**src/hw/rtl/rsr_pkg.sv**
```systemverilog
`timescale 1ns / 1ps
// ----------------------------------------------------------------------------
// rsr_pkg
// Shared types and constants of the record substring router.
// ----------------------------------------------------------------------------
package rsr_pkg;

  localparam int NEEDLE_BYTES = 16;
  localparam int LEN_W        = 5;
  localparam int CFG_DATA_W   = 64;
  localparam int CFG_IDX_W    = 2;

  localparam logic [CFG_IDX_W-1:0] REG_NEEDLE_LOW  = 2'd0;
  localparam logic [CFG_IDX_W-1:0] REG_NEEDLE_HIGH = 2'd1;
  localparam logic [CFG_IDX_W-1:0] REG_NEEDLE_LEN  = 2'd2;
  localparam logic [CFG_IDX_W-1:0] REG_INVERT      = 2'd3;

  typedef struct packed {
    logic [7:0] data_byte;
    logic       byte_present;
    logic       record_end;
  } req_t;

  typedef struct packed {
    logic route_secondary;
    logic needle_found;
  } res_t;

  // needle as seen by the search: bytes, usable length, invert flag
  typedef struct packed {
    logic [NEEDLE_BYTES-1:0][7:0] needle;
    logic [LEN_W-1:0]             eff_len;
    logic                         invert;
  } cfg_t;

endpackage

```
**src/hw/rtl/rsr_cfg.sv**
```systemverilog
`timescale 1ns / 1ps
// ----------------------------------------------------------------------------
// rsr_cfg
// Configuration registers and the usable needle length.
// ----------------------------------------------------------------------------
module rsr_cfg #(
  parameter int MAX_NEEDLE = 16
) (
  input  logic                             clk,
  input  logic                             rst,
  input  logic                             cfg_we,
  input  logic [rsr_pkg::CFG_IDX_W-1:0]    cfg_index,
  input  logic [rsr_pkg::CFG_DATA_W-1:0]   cfg_data,
  output rsr_pkg::cfg_t                    cfg
);

  logic [63:0]               needle_low;
  logic [63:0]               needle_high;
  logic [rsr_pkg::LEN_W-1:0] needle_length;
  logic                      invert_mode;
  logic [rsr_pkg::LEN_W-1:0] clamp_len;
  logic [rsr_pkg::LEN_W-1:0] eff_len;
  logic [rsr_pkg::NEEDLE_BYTES-1:0][7:0] needle;

  always_ff @(posedge clk) begin
    if (rst) begin
      needle_low    <= '0;
      needle_high   <= '0;
      needle_length <= '0;
      invert_mode   <= 1'b0;
    end else if (cfg_we) begin
      unique case (cfg_index)
        rsr_pkg::REG_NEEDLE_LOW:  needle_low    <= cfg_data;
        rsr_pkg::REG_NEEDLE_HIGH: needle_high   <= cfg_data;
        rsr_pkg::REG_NEEDLE_LEN:  needle_length <= cfg_data[rsr_pkg::LEN_W-1:0];
        rsr_pkg::REG_INVERT:      invert_mode   <= cfg_data[0];
        default: ;
      endcase
    end
  end

  assign needle = {needle_high, needle_low};

  // length clamped to MAX_NEEDLE, then cut at the first zero byte
  always_comb begin
    clamp_len = (needle_length > rsr_pkg::LEN_W'(MAX_NEEDLE)) ?
                rsr_pkg::LEN_W'(MAX_NEEDLE) : needle_length;
    eff_len = clamp_len;
    for (int i = rsr_pkg::NEEDLE_BYTES - 1; i >= 0; i--) begin
      if ((rsr_pkg::LEN_W'(i) < clamp_len) && (needle[i] == 8'h00)) begin
        eff_len = rsr_pkg::LEN_W'(i);
      end
    end
  end

  assign cfg.needle  = needle;
  assign cfg.eff_len = eff_len;
  assign cfg.invert  = invert_mode;

endmodule

```
**src/hw/rtl/rsr_search.sv**
```systemverilog
`timescale 1ns / 1ps
// ----------------------------------------------------------------------------
// rsr_search
// Per-record search state: byte window, fill, found flag, terminator, count.
// ----------------------------------------------------------------------------
module rsr_search #(
  parameter int MAX_NEEDLE   = 16,
  parameter int RECORD_LIMIT = 4095
) (
  input  logic          clk,
  input  logic          rst,
  input  logic          step,
  input  rsr_pkg::req_t req,
  input  rsr_pkg::cfg_t cfg,
  output logic          found
);

  localparam int WIN_D  = (MAX_NEEDLE > 1) ? MAX_NEEDLE - 1 : 1;
  localparam int FILL_W = $clog2(MAX_NEEDLE + 1);
  localparam int CNT_W  = $clog2(RECORD_LIMIT + 1);

  logic [WIN_D-1:0][7:0] window;
  logic [FILL_W-1:0]     fill;
  logic                  match_seen;
  logic                  terminator_seen;
  logic [CNT_W-1:0]      byte_count;

  logic                  take;
  logic                  search;
  logic [MAX_NEEDLE:1]   cand;
  logic                  hit;

  assign take   = step && req.byte_present && !terminator_seen &&
                  (byte_count < CNT_W'(RECORD_LIMIT));
  assign search = take && (req.data_byte != 8'h00);

  // one candidate per needle length, picked by the usable length
  always_comb begin
    logic ok;
    cand = '0;
    for (int l = 1; l <= MAX_NEEDLE; l++) begin
      ok = (cfg.needle[l-1] == req.data_byte) && (fill >= FILL_W'(l - 1));
      for (int k = 1; k < l; k++) begin
        if (window[k-1] != cfg.needle[l-1-k]) begin
          ok = 1'b0;
        end
      end
      cand[l] = ok;
    end
    hit = 1'b0;
    for (int l = 1; l <= MAX_NEEDLE; l++) begin
      if (cfg.eff_len == rsr_pkg::LEN_W'(l)) begin
        hit = cand[l];
      end
    end
  end

  assign found = match_seen || (search && hit) || (cfg.eff_len == '0);

  always_ff @(posedge clk) begin
    if (rst) begin
      fill            <= '0;
      match_seen      <= 1'b0;
      terminator_seen <= 1'b0;
      byte_count      <= '0;
    end else if (step && req.record_end) begin
      fill            <= '0;
      match_seen      <= 1'b0;
      terminator_seen <= 1'b0;
      byte_count      <= '0;
    end else if (take) begin
      byte_count <= byte_count + 1'b1;
      if (!search) begin
        terminator_seen <= 1'b1;
      end else begin
        if (hit) begin
          match_seen <= 1'b1;
        end
        if (fill < FILL_W'(MAX_NEEDLE - 1)) begin
          fill <= fill + 1'b1;
        end
      end
    end
  end

  // window bytes beyond fill are never compared, so no clear
  always_ff @(posedge clk) begin
    if (search) begin
      window[0] <= req.data_byte;
      for (int i = 1; i < WIN_D; i++) begin
        window[i] <= window[i-1];
      end
    end
  end

endmodule

```
**src/hw/rtl/record_substring_router_core.sv**
```systemverilog
`timescale 1ns / 1ps
// ----------------------------------------------------------------------------
// record_substring_router_core
// Streams record bytes, flags records that contain the needle and routes them.
// ----------------------------------------------------------------------------
//  channel  signals                       payload
//  req      req_valid / req_ready         data_byte, byte_present, record_end
//  res      res_valid / res_ready         route_secondary, needle_found
//  cfg      cfg_we, cfg_index, cfg_data   needle low/high, length, invert
//
//  one request per cycle, unless a held result stalls a request that ends a record
//  path: request register, window compare, result register
//  a held result only stalls a request that ends a record; others keep flowing
//  synchronous reset clears valid flags, config and record state; window is not cleared
// ----------------------------------------------------------------------------
module record_substring_router_core #(
  parameter int MAX_NEEDLE   = 16,
  parameter int RECORD_LIMIT = 4095
) (
  input  logic                           clk,
  input  logic                           rst,
  input  logic                           req_valid,
  output logic                           req_ready,
  input  rsr_pkg::req_t                  req,
  output logic                           res_valid,
  input  logic                           res_ready,
  output rsr_pkg::res_t                  res,
  input  logic                           cfg_we,
  input  logic [rsr_pkg::CFG_IDX_W-1:0]  cfg_index,
  input  logic [rsr_pkg::CFG_DATA_W-1:0] cfg_data
);

  rsr_pkg::cfg_t cfg;
  rsr_pkg::req_t hold;
  logic          hold_valid;
  logic          go;
  logic          found;

  rsr_cfg #(
    .MAX_NEEDLE (MAX_NEEDLE)
  ) u_cfg (
    .clk       (clk),
    .rst       (rst),
    .cfg_we    (cfg_we),
    .cfg_index (cfg_index),
    .cfg_data  (cfg_data),
    .cfg       (cfg)
  );

  assign go        = hold_valid && (!hold.record_end || !res_valid || res_ready);
  assign req_ready = !hold_valid || go;

  always_ff @(posedge clk) begin
    if (rst) begin
      hold_valid <= 1'b0;
    end else if (req_ready) begin
      hold_valid <= req_valid;
    end
  end

  always_ff @(posedge clk) begin
    if (req_valid && req_ready) begin
      hold <= req;
    end
  end

  rsr_search #(
    .MAX_NEEDLE   (MAX_NEEDLE),
    .RECORD_LIMIT (RECORD_LIMIT)
  ) u_search (
    .clk   (clk),
    .rst   (rst),
    .step  (go),
    .req   (hold),
    .cfg   (cfg),
    .found (found)
  );

  always_ff @(posedge clk) begin
    if (rst) begin
      res_valid <= 1'b0;
    end else if (go && hold.record_end) begin
      res_valid <= 1'b1;
    end else if (res_ready) begin
      res_valid <= 1'b0;
    end
  end

  always_ff @(posedge clk) begin
    if (go && hold.record_end) begin
      res.needle_found    <= found;
      res.route_secondary <= ~(found ^ cfg.invert);
    end
  end

endmodule

```
**config.mk**
```make
export PLATFORM = sky130hd
export DESIGN_NAME = record_substring_router_core
export DESIGN_NICKNAME = d
export VERILOG_FILES = /design/src/hw/rtl/rsr_pkg.sv /design/src/hw/rtl/rsr_cfg.sv /design/src/hw/rtl/rsr_search.sv /design/src/hw/rtl/record_substring_router_core.sv
export SDC_FILE = /design/constraint.sdc
export NUM_CORES = 1
export LEC_CHECK = 0
export ABC_AREA = 0
export BUFFER_PORTS_ARGS = -buffer_cell sky130_fd_sc_hd__buf_2
export CAP_MARGIN = 10
export CORE_UTILIZATION = 40
export CTS_CLUSTER_DIAMETER = 200
export CTS_CLUSTER_SIZE = 16
export DETAILED_ROUTE_END_ITERATION = 10
export MAX_ROUTING_LAYER = met4
export SLEW_MARGIN = 10
export SYNTH_ARGS = -nofsm -noshare
export SYNTH_HDL_FRONTEND = slang
export SYNTH_SLANG_ARGS = --single-unit
```
**constraint.sdc**
```tcl
create_clock -name clk -period 7.3 [get_ports clk]
set_clock_uncertainty 0.05 [all_clocks]
set_input_delay 1.46 -clock clk [delete_from_list [all_inputs] [get_ports clk]]
set_output_delay 1.46 -clock clk [all_outputs]
set_load 0.01 [all_outputs]
```
==> results of run 1 <==
power breakdown:
part | total [mW] | internal [mW] | switching, mW
registers | 1.85 | 1.73 | 0.122
clock network | 1.21 | 0.546 | 0.660
logic | 0.924 | 0.304 | 0.620
total | 3.98 | 2.58 | 1.40
layout make-up:
type,instances,area share [%]
multi-input combinational,2096,59.1
sequential,287,27.6
timing repair buffer,254,6.61
tap,765,3.73
clock buffer,37,2.28
inverter,38,0.555
antenna,8,0.0779
clock inverter,1,0.0341
worst paths after layout:
check,to,slack (ns)
setup / recovery,res[1],2.95
hold / removal,u_search.window[54],0.41
setup reg to reg,res[1],2.95
hold reg to reg,u_search.window[54],0.41
layer usage:
metal	wire length (um)	up-vias	global-route usage, %
met5	0	-	-
met4	16300	0	43.6
met3	23500	964	21.6
met2	60400	2384	69.3
met1	59600	11729	64.9
li1	-	9180	-
placed cells by master, fill, tap and decap left out, drive strengths merged, types with 7 or more instances in the layout:
| cell type | instances |
|---|---|
| nand4 | 166 |
| diode | 8 |
| and3 | 7 |
| o21ai | 7 |
| a21oi | 142 |
| buf | 254 |
| dfxtp | 155 |
| a211oi | 12 |
| nand3 | 22 |
| xor2 | 591 |
| clkbuf | 37 |
| nor2 | 38 |
| o22ai | 13 |
| xnor2 | 477 |
| nand2 | 280 |
| or4 | 15 |
| mux2i | 12 |
| nor3 | 13 |
| nor4 | 200 |
| inv | 39 |
| edfxtp | 132 |
stage by stage:
stage | setup WS, ns | cells | utilization [%] | power (mW)
detailed placement | 2.84 | 3440 | 43.1 | 2.74
CTS | 3.16 | 3478 | 44.1 | 3.91
global placement | 2.45 | 3439 | 43.1 | 2.73
floorplan | 1.18 | 2762 | - | 2.35
finish | 2.95 | 3486 | 44.2 | 3.98
global route | 2.96 | 3485 | 44.2 | 4.03
state kept, by name, indices dropped and copies added (netlist names), 2 cells and up:
signal and flops:
u_search.window 120, u_cfg.needle_high 64, u_cfg.needle_low 64, u_search.byte_count 12
hold 10, u_cfg.needle_length 5, u_search.fill 5, res 2
worst max-delay path, stage by stage (launching register included):
cell      delay (ns)
edfxtp_1        0.73
buf_4           0.41
xnor2_1         0.25
nand4_1         0.18
nor4_2          0.74
nand4_1         0.43
a211oi_1        0.30
mux2i_1         0.11
mux2_2          0.30
a32oi_1         0.27
nand3_2         0.12
nand2_2         0.11
xnor2_2         0.06
logic make-up (layout without fill, tap and decap cells):
family	count (synthesis)	count (layout)	share of synthesized area [%]
AO/OA/AOI/OAI	234	234	6.15
XOR/XNOR	1068	1068	39.5
adder cells (fa/ha/maj)	5	5	0.264
buffers and inverters	379	330	6.26
flip-flops	287	287	29.8
multiplexers	14	14	0.602
other	0	8	0
AND/OR/NAND/NOR	775	775	17.4
==> flow_metrics.py, run 1 <==
metrics = {
    "timing": {
        "rsz0062_at_grt": "no",
        "max_freq_mhz": 230,
        "final.period_utilization_pct": 59.6,
        "finalSetupViolCount": 0,
        "timing.hold.ws_ns": 0.413,
        "period_minus_slack_ns": 4.35,
        "tns_ns": 0,
        "slew_headroom_pct": 9.22,
        "drv_slew": 0,
        "worst_pin_slew_ns": 1.35,
        "final_hold_viol_count": 0,
    },
    "logic_synthesis": {
        "synth_area_leaders": "xor2_1 22%, xnor2_1 18%, edfxtp_1 17%",
        "syn_area_sq_mm": 0.0237,
        "synth_edf_count": 132,
        "synth_top_area_share_pct": 21.9,
        "synth_cells": 2762,
        "syn_nets": 2848,
        "ys_types": 74,
        "synth-seq-cells": 287,
        "yosysWarnings": 0,
        "synthArstFlopShare_pct": 0,
        "ys.flop_type": "dfxtp_1",
        "yosys.cell_count.top_type": "xor2_1",
        "synth.cells.most_frequent": "591 x xor2_1, 476 x xnor2_1, 278 x nand2_1",
        "syn_area_per_cell_sq_um": 8.58,
        "synth_top_area_cell": "xor2_1",
        "ys_seq_area_share_pct": 29.8,
    },
    "placement": {
        "routabilityCongestion": 1.12,
        "hpwl_mm": 105,
        "placed_cell_area_sq_mm": 0.0250,
        "port_buffers": 84,
    },
    "power": {
        "leakagePower_nw": 9.72,
        "irDropWorstVdd_v": 0.000166,
        "p_per_area_mw_per_mm2": 155,
    },
    "clock_tree": {
        "cts_buffers": 21,
        "clockBufferDepth": 3,
        "clkTransAtPathRegs_ns": 0.10,
        "clock_sinks": 287,
        "clock_latency_ns": 0.60,
        "cts_root_buffer": "clkbuf_16",
        "cts_tree": "done",
        "htree_levels": 1,
        "postCtsResizedCells": 0,
        "post_cts_buffers": 0,
        "cts_hold_buf": 0,
    },
    "detailed_routing": {
        "drt_wl_total_mm": 160,
        "drc_errors": 0,
        "num_vias": 24257,
        "ant_nets": 0,
        "first_pass_iters": 10,
        "wl_per_cell_um": 45.8,
        "drt_iter0_drc": 4073,
        "vias_per_cell": 6.96,
    },
    "min_path": {
        "hold_path.class": "register to register",
        "hold_depth": 0,
        "worstHoldStart": "u_search.window[46]",
    },
    "floorplan": {
        "ios": 85,
        "die_w_um": 245,
        "core-area_sq_mm": 0.0581,
        "die_area_sq_mm": 0.0602,
        "num_rows": 88,
        "initial_core_util_pct": 40.7,
        "die_h_um": 245,
    },
    "layout": {
        "multi_input_area_sq_mm": 0.0152,
        "nets": 2784,
        "area_growth_pct": 8.48,
        "num-fill-cells": 5760,
        "layout-drive-gt1-share_pct": 12.0,
        "finalInstanceArea_sq_mm": 0.0257,
        "ff_latch_area_sq_mm": 0.00708,
    },
    "grt": {
        "grt_max_degree": 84,
        "grt_pass1_vias": 22480,
        "grt_pass1_wl_mm": 208,
        "antenna_found_initial": 8,
        "track_usage_pct": 53.8,
        "grt-ovfl-total": 0,
    },
    "worst_setup_path": {
        "r2r_start": "u_search.window[20]",
        "cp.arrival_ns": 4.63,
        "cp-end-kind": "register",
        "critPathLaunchType": "register",
        "required_ns": 7.59,
        "crit_path_max_fanout": 9,
        "critPathKind": "register to register",
        "r2r_cells": 12,
        "cp-startpoint": "u_search.window[20]",
    },
    "outcome": {
        "status": "completed",
    },
    "flow_run": {
        "drv_cap": 0,
    },
}
Power figures use the tool's default switching activity.
==> run 2: changes to the inputs <==
Clock period 7.3 ns to 3.5 ns, I/O delays scaled along.
==> flow_metrics.py, run 2 (same netlist as run 1, synthesis figures left out) <==
metrics = {
    "clock_tree": {
        "cts_hold_buf": 0,
        "cts_buffers": 21,
        "clock_latency_ns": 0.64,
        "cts_tree": "done",
        "clkTransAtPathRegs_ns": 0.11,
        "clock_sinks": 287,
        "cts_root_buffer": "clkbuf_16",
        "clockBufferDepth": 3,
        "htree_levels": 1,
    },
    "min_path": {
        "hold_depth": 1,
        "hold_path.class": "primary input to register",
    },
    "placement": {
        "port_buffers": 84,
        "place_inst": 4025,
        "placed_cell_area_sq_mm": 0.0309,
        "routabilityCongestion": 1.32,
        "hpwl_mm": 138,
    },
    "timing": {
        "worst_pin_slew_ns": 1.05,
        "drv_slew": 0,
        "period_minus_slack_ns": 3.90,
        "final_hold_viol_count": 0,
        "rsz0062_at_grt": "yes",
        "final.period_utilization_pct": 111,
        "slew_headroom_pct": 30.0,
        "max_freq_mhz": 257,
        "setup_slack_ns": -0.398,
        "timing.hold.ws_ns": 0.250,
        "finalSetupViolCount": 3,
    },
    "worst_setup_path": {
        "crit_buf_inv": 3,
        "crit_path_max_fanout": 10,
        "critPathMaxStageDelay_ns": 0.47,
        "critPathTopFamily": "simple AND/OR/NAND/NOR gates",
        "cp_num_cells": 14,
        "critPathLaunchType": "register",
        "crit_end": "res[1]",
        "crit_chain": "buf_4 > buf_4 > xnor2_1 > nand4_1 > nor4_4 > nand4_1 > nor4_2 > buf_4 > nand3_2 > nor2_1 > or4_4 > a22oi_1 > nand2_2 > xnor2_2",
        "crit_path_frequent_cell": "buf_4",
        "r2r-end": "res[1]",
        "rrSetupSlack_ns": -0.40,
        "required_ns": 3.78,
        "cp-startpoint": "u_search.window[24]",
        "critPathKind": "register to register",
        "cp.arrival_ns": 4.18,
        "cp-end-kind": "register",
        "r2r_start": "u_search.window[24]",
        "r2r_cells": 14,
        "crit_slowest_cell": "edfxtp_1",
    },
    "detailed_routing": {
        "vias_per_cell": 6.84,
        "drt_iter0_drc": 5090,
        "dr_wl_met3_mm": 32.6,
        "routed.top_layer": "met4",
        "wl_met1_mm": 60.8,
        "first_pass_iters": 10,
        "ant_nets": 0,
        "met2_length_mm": 64.7,
        "drc_errors": 0,
        "drt_wl_total_mm": 179,
        "wl_per_cell_um": 43.8,
        "num_vias": 28021,
    },
    "power": {
        "p_sw_mw": 3.26,
        "irDropWorstVdd_v": 0.000391,
        "leakagePower_nw": 13.2,
        "clockPowerShare_pct": 28.8,
        "pwr-share-seq_pct": 41.2,
        "p_int_mw": 5.80,
        "power_frac_comb_pct": 30.0,
        "p_per_area_mw_per_mm2": 285,
        "swShare_pct": 36.0,
    },
    "grt": {
        "track_usage_pct": 60.5,
        "grt_max_degree": 98,
        "grt_pass1_wl_mm": 235,
        "grt_pass1_vias": 26147,
        "grt-ovfl-total": 0,
        "antenna_found_initial": 20,
    },
    "layout": {
        "final_cell_mix": "642 x buf_4, 590 x xor2_1, 471 x xnor2_1",
        "stdcell_count": 4097,
        "top_register": "u_search.window",
        "nets": 3374,
        "area_growth_pct": 34.4,
        "finalInstanceArea_sq_mm": 0.0318,
        "largest_registers": "u_search.window (120), u_cfg.needle_high (64), u_cfg.needle_low (64)",
        "ff_latch_area_sq_mm": 0.00707,
        "multi_input_area_sq_mm": 0.0154,
        "layout-drive-gt1-share_pct": 28.2,
        "layout_commonest_cell": "buf_4",
        "largest_reg_flops": 120,
        "num-fill-cells": 5368,
    },
    "floorplan": {
        "die_h_um": 245,
        "num_rows": 88,
        "core-area_sq_mm": 0.0581,
        "initial_core_util_pct": 40.7,
        "die_w_um": 245,
        "ios": 85,
        "die_area_sq_mm": 0.0602,
    },
    "flow_run": {
        "drv_cap": 0,
    },
    "outcome": {
        "status": "finished, violations left",
        "failed_checks": "negative setup slack",
    },
}
## run 2: cell count changes in the layout (fill, tap and decap cells not counted), sizes merged
| cell | previous run | this run |
|---|---|---|
| buf | 254 | 844 |
| diode | 8 | 29 |
## run 2: worst reg2reg max path, stage by stage (launching register included)
cell,delay (ns)
edfxtp_1,0.47
buf_4,0.18
buf_4,0.41
xnor2_1,0.19
nand4_1,0.19
nor4_4,0.42
nand4_1,0.47
nor4_2,0.41
buf_4,0.22
nand3_2,0.08
nor2_1,0.10
or4_4,0.14
a22oi_1,0.08
nand2_2,0.11
xnor2_2,0.06
## run 2: final cells by class
type | instances | share of cell area [%]
Multi-Input combinational cell | 2096 | 48.4
Timing Repair Buffer | 844 | 23.8
Sequential cell | 287 | 22.2
Tap cell | 765 | 3.01
Clock buffer | 37 | 1.84
Inverter | 38 | 0.448
Antenna cell | 29 | 0.228
Clock inverter | 1 | 0.0275
## run 2: through the flow
stage	util [%]	setup TNS, ns	worst slack [ns]	total power [mW]
after floorplan	-	0	0.239	4.91
after global placement	53.1	-2.09	-0.780	6.27
after detailed placement	53.1	-2.06	-0.772	6.27
after CTS	54.5	-0.0236	-0.0236	8.81
after global routing	54.7	-0.709	-0.333	9.09
final	54.8	-0.903	-0.398	9.06
## run 2: routing by layer
metal	global-route usage [%]	vias up
li1	-	10400
met1	64.9	13269
met2	74.9	3107
met3	39.1	1245
met4	53.0	0
met5	-	-
## run 2: repair_timing
item / CTS / global route
setup buffers: 4 / 2
resized for setup: 37 / 6
pin swaps: 14 / 1
setup endpoints to repair: 3 / 3
## run 2: power by group through the flow
stage	clock (mW)	sequential (mW)	combinational, mW
2_1_floorplan	0	3.72	1.18
3_3_place_gp	0	3.80	2.47
3_5_place_dp	0	3.80	2.47
4_1_cts	2.58	3.72	2.51
5_1_grt	2.67	3.73	2.69
6_report	2.61	3.73	2.72
## run 2: worst min-delay path by stage
stage | to | slack [ns] | start
final | hold[1] | 0.25 | req[1]
after global routing | hold[5] | 0.25 | req[5]
after CTS | hold[1] | 0.24 | req[1]
after detailed placement | u_cfg.needle_high[62] | 0.43 | u_cfg.needle_high[62]
after global placement | u_cfg.needle_high[62] | 0.42 | u_cfg.needle_high[62]
after floorplan | u_search.window[10] | 0.37 | u_search.window[2]
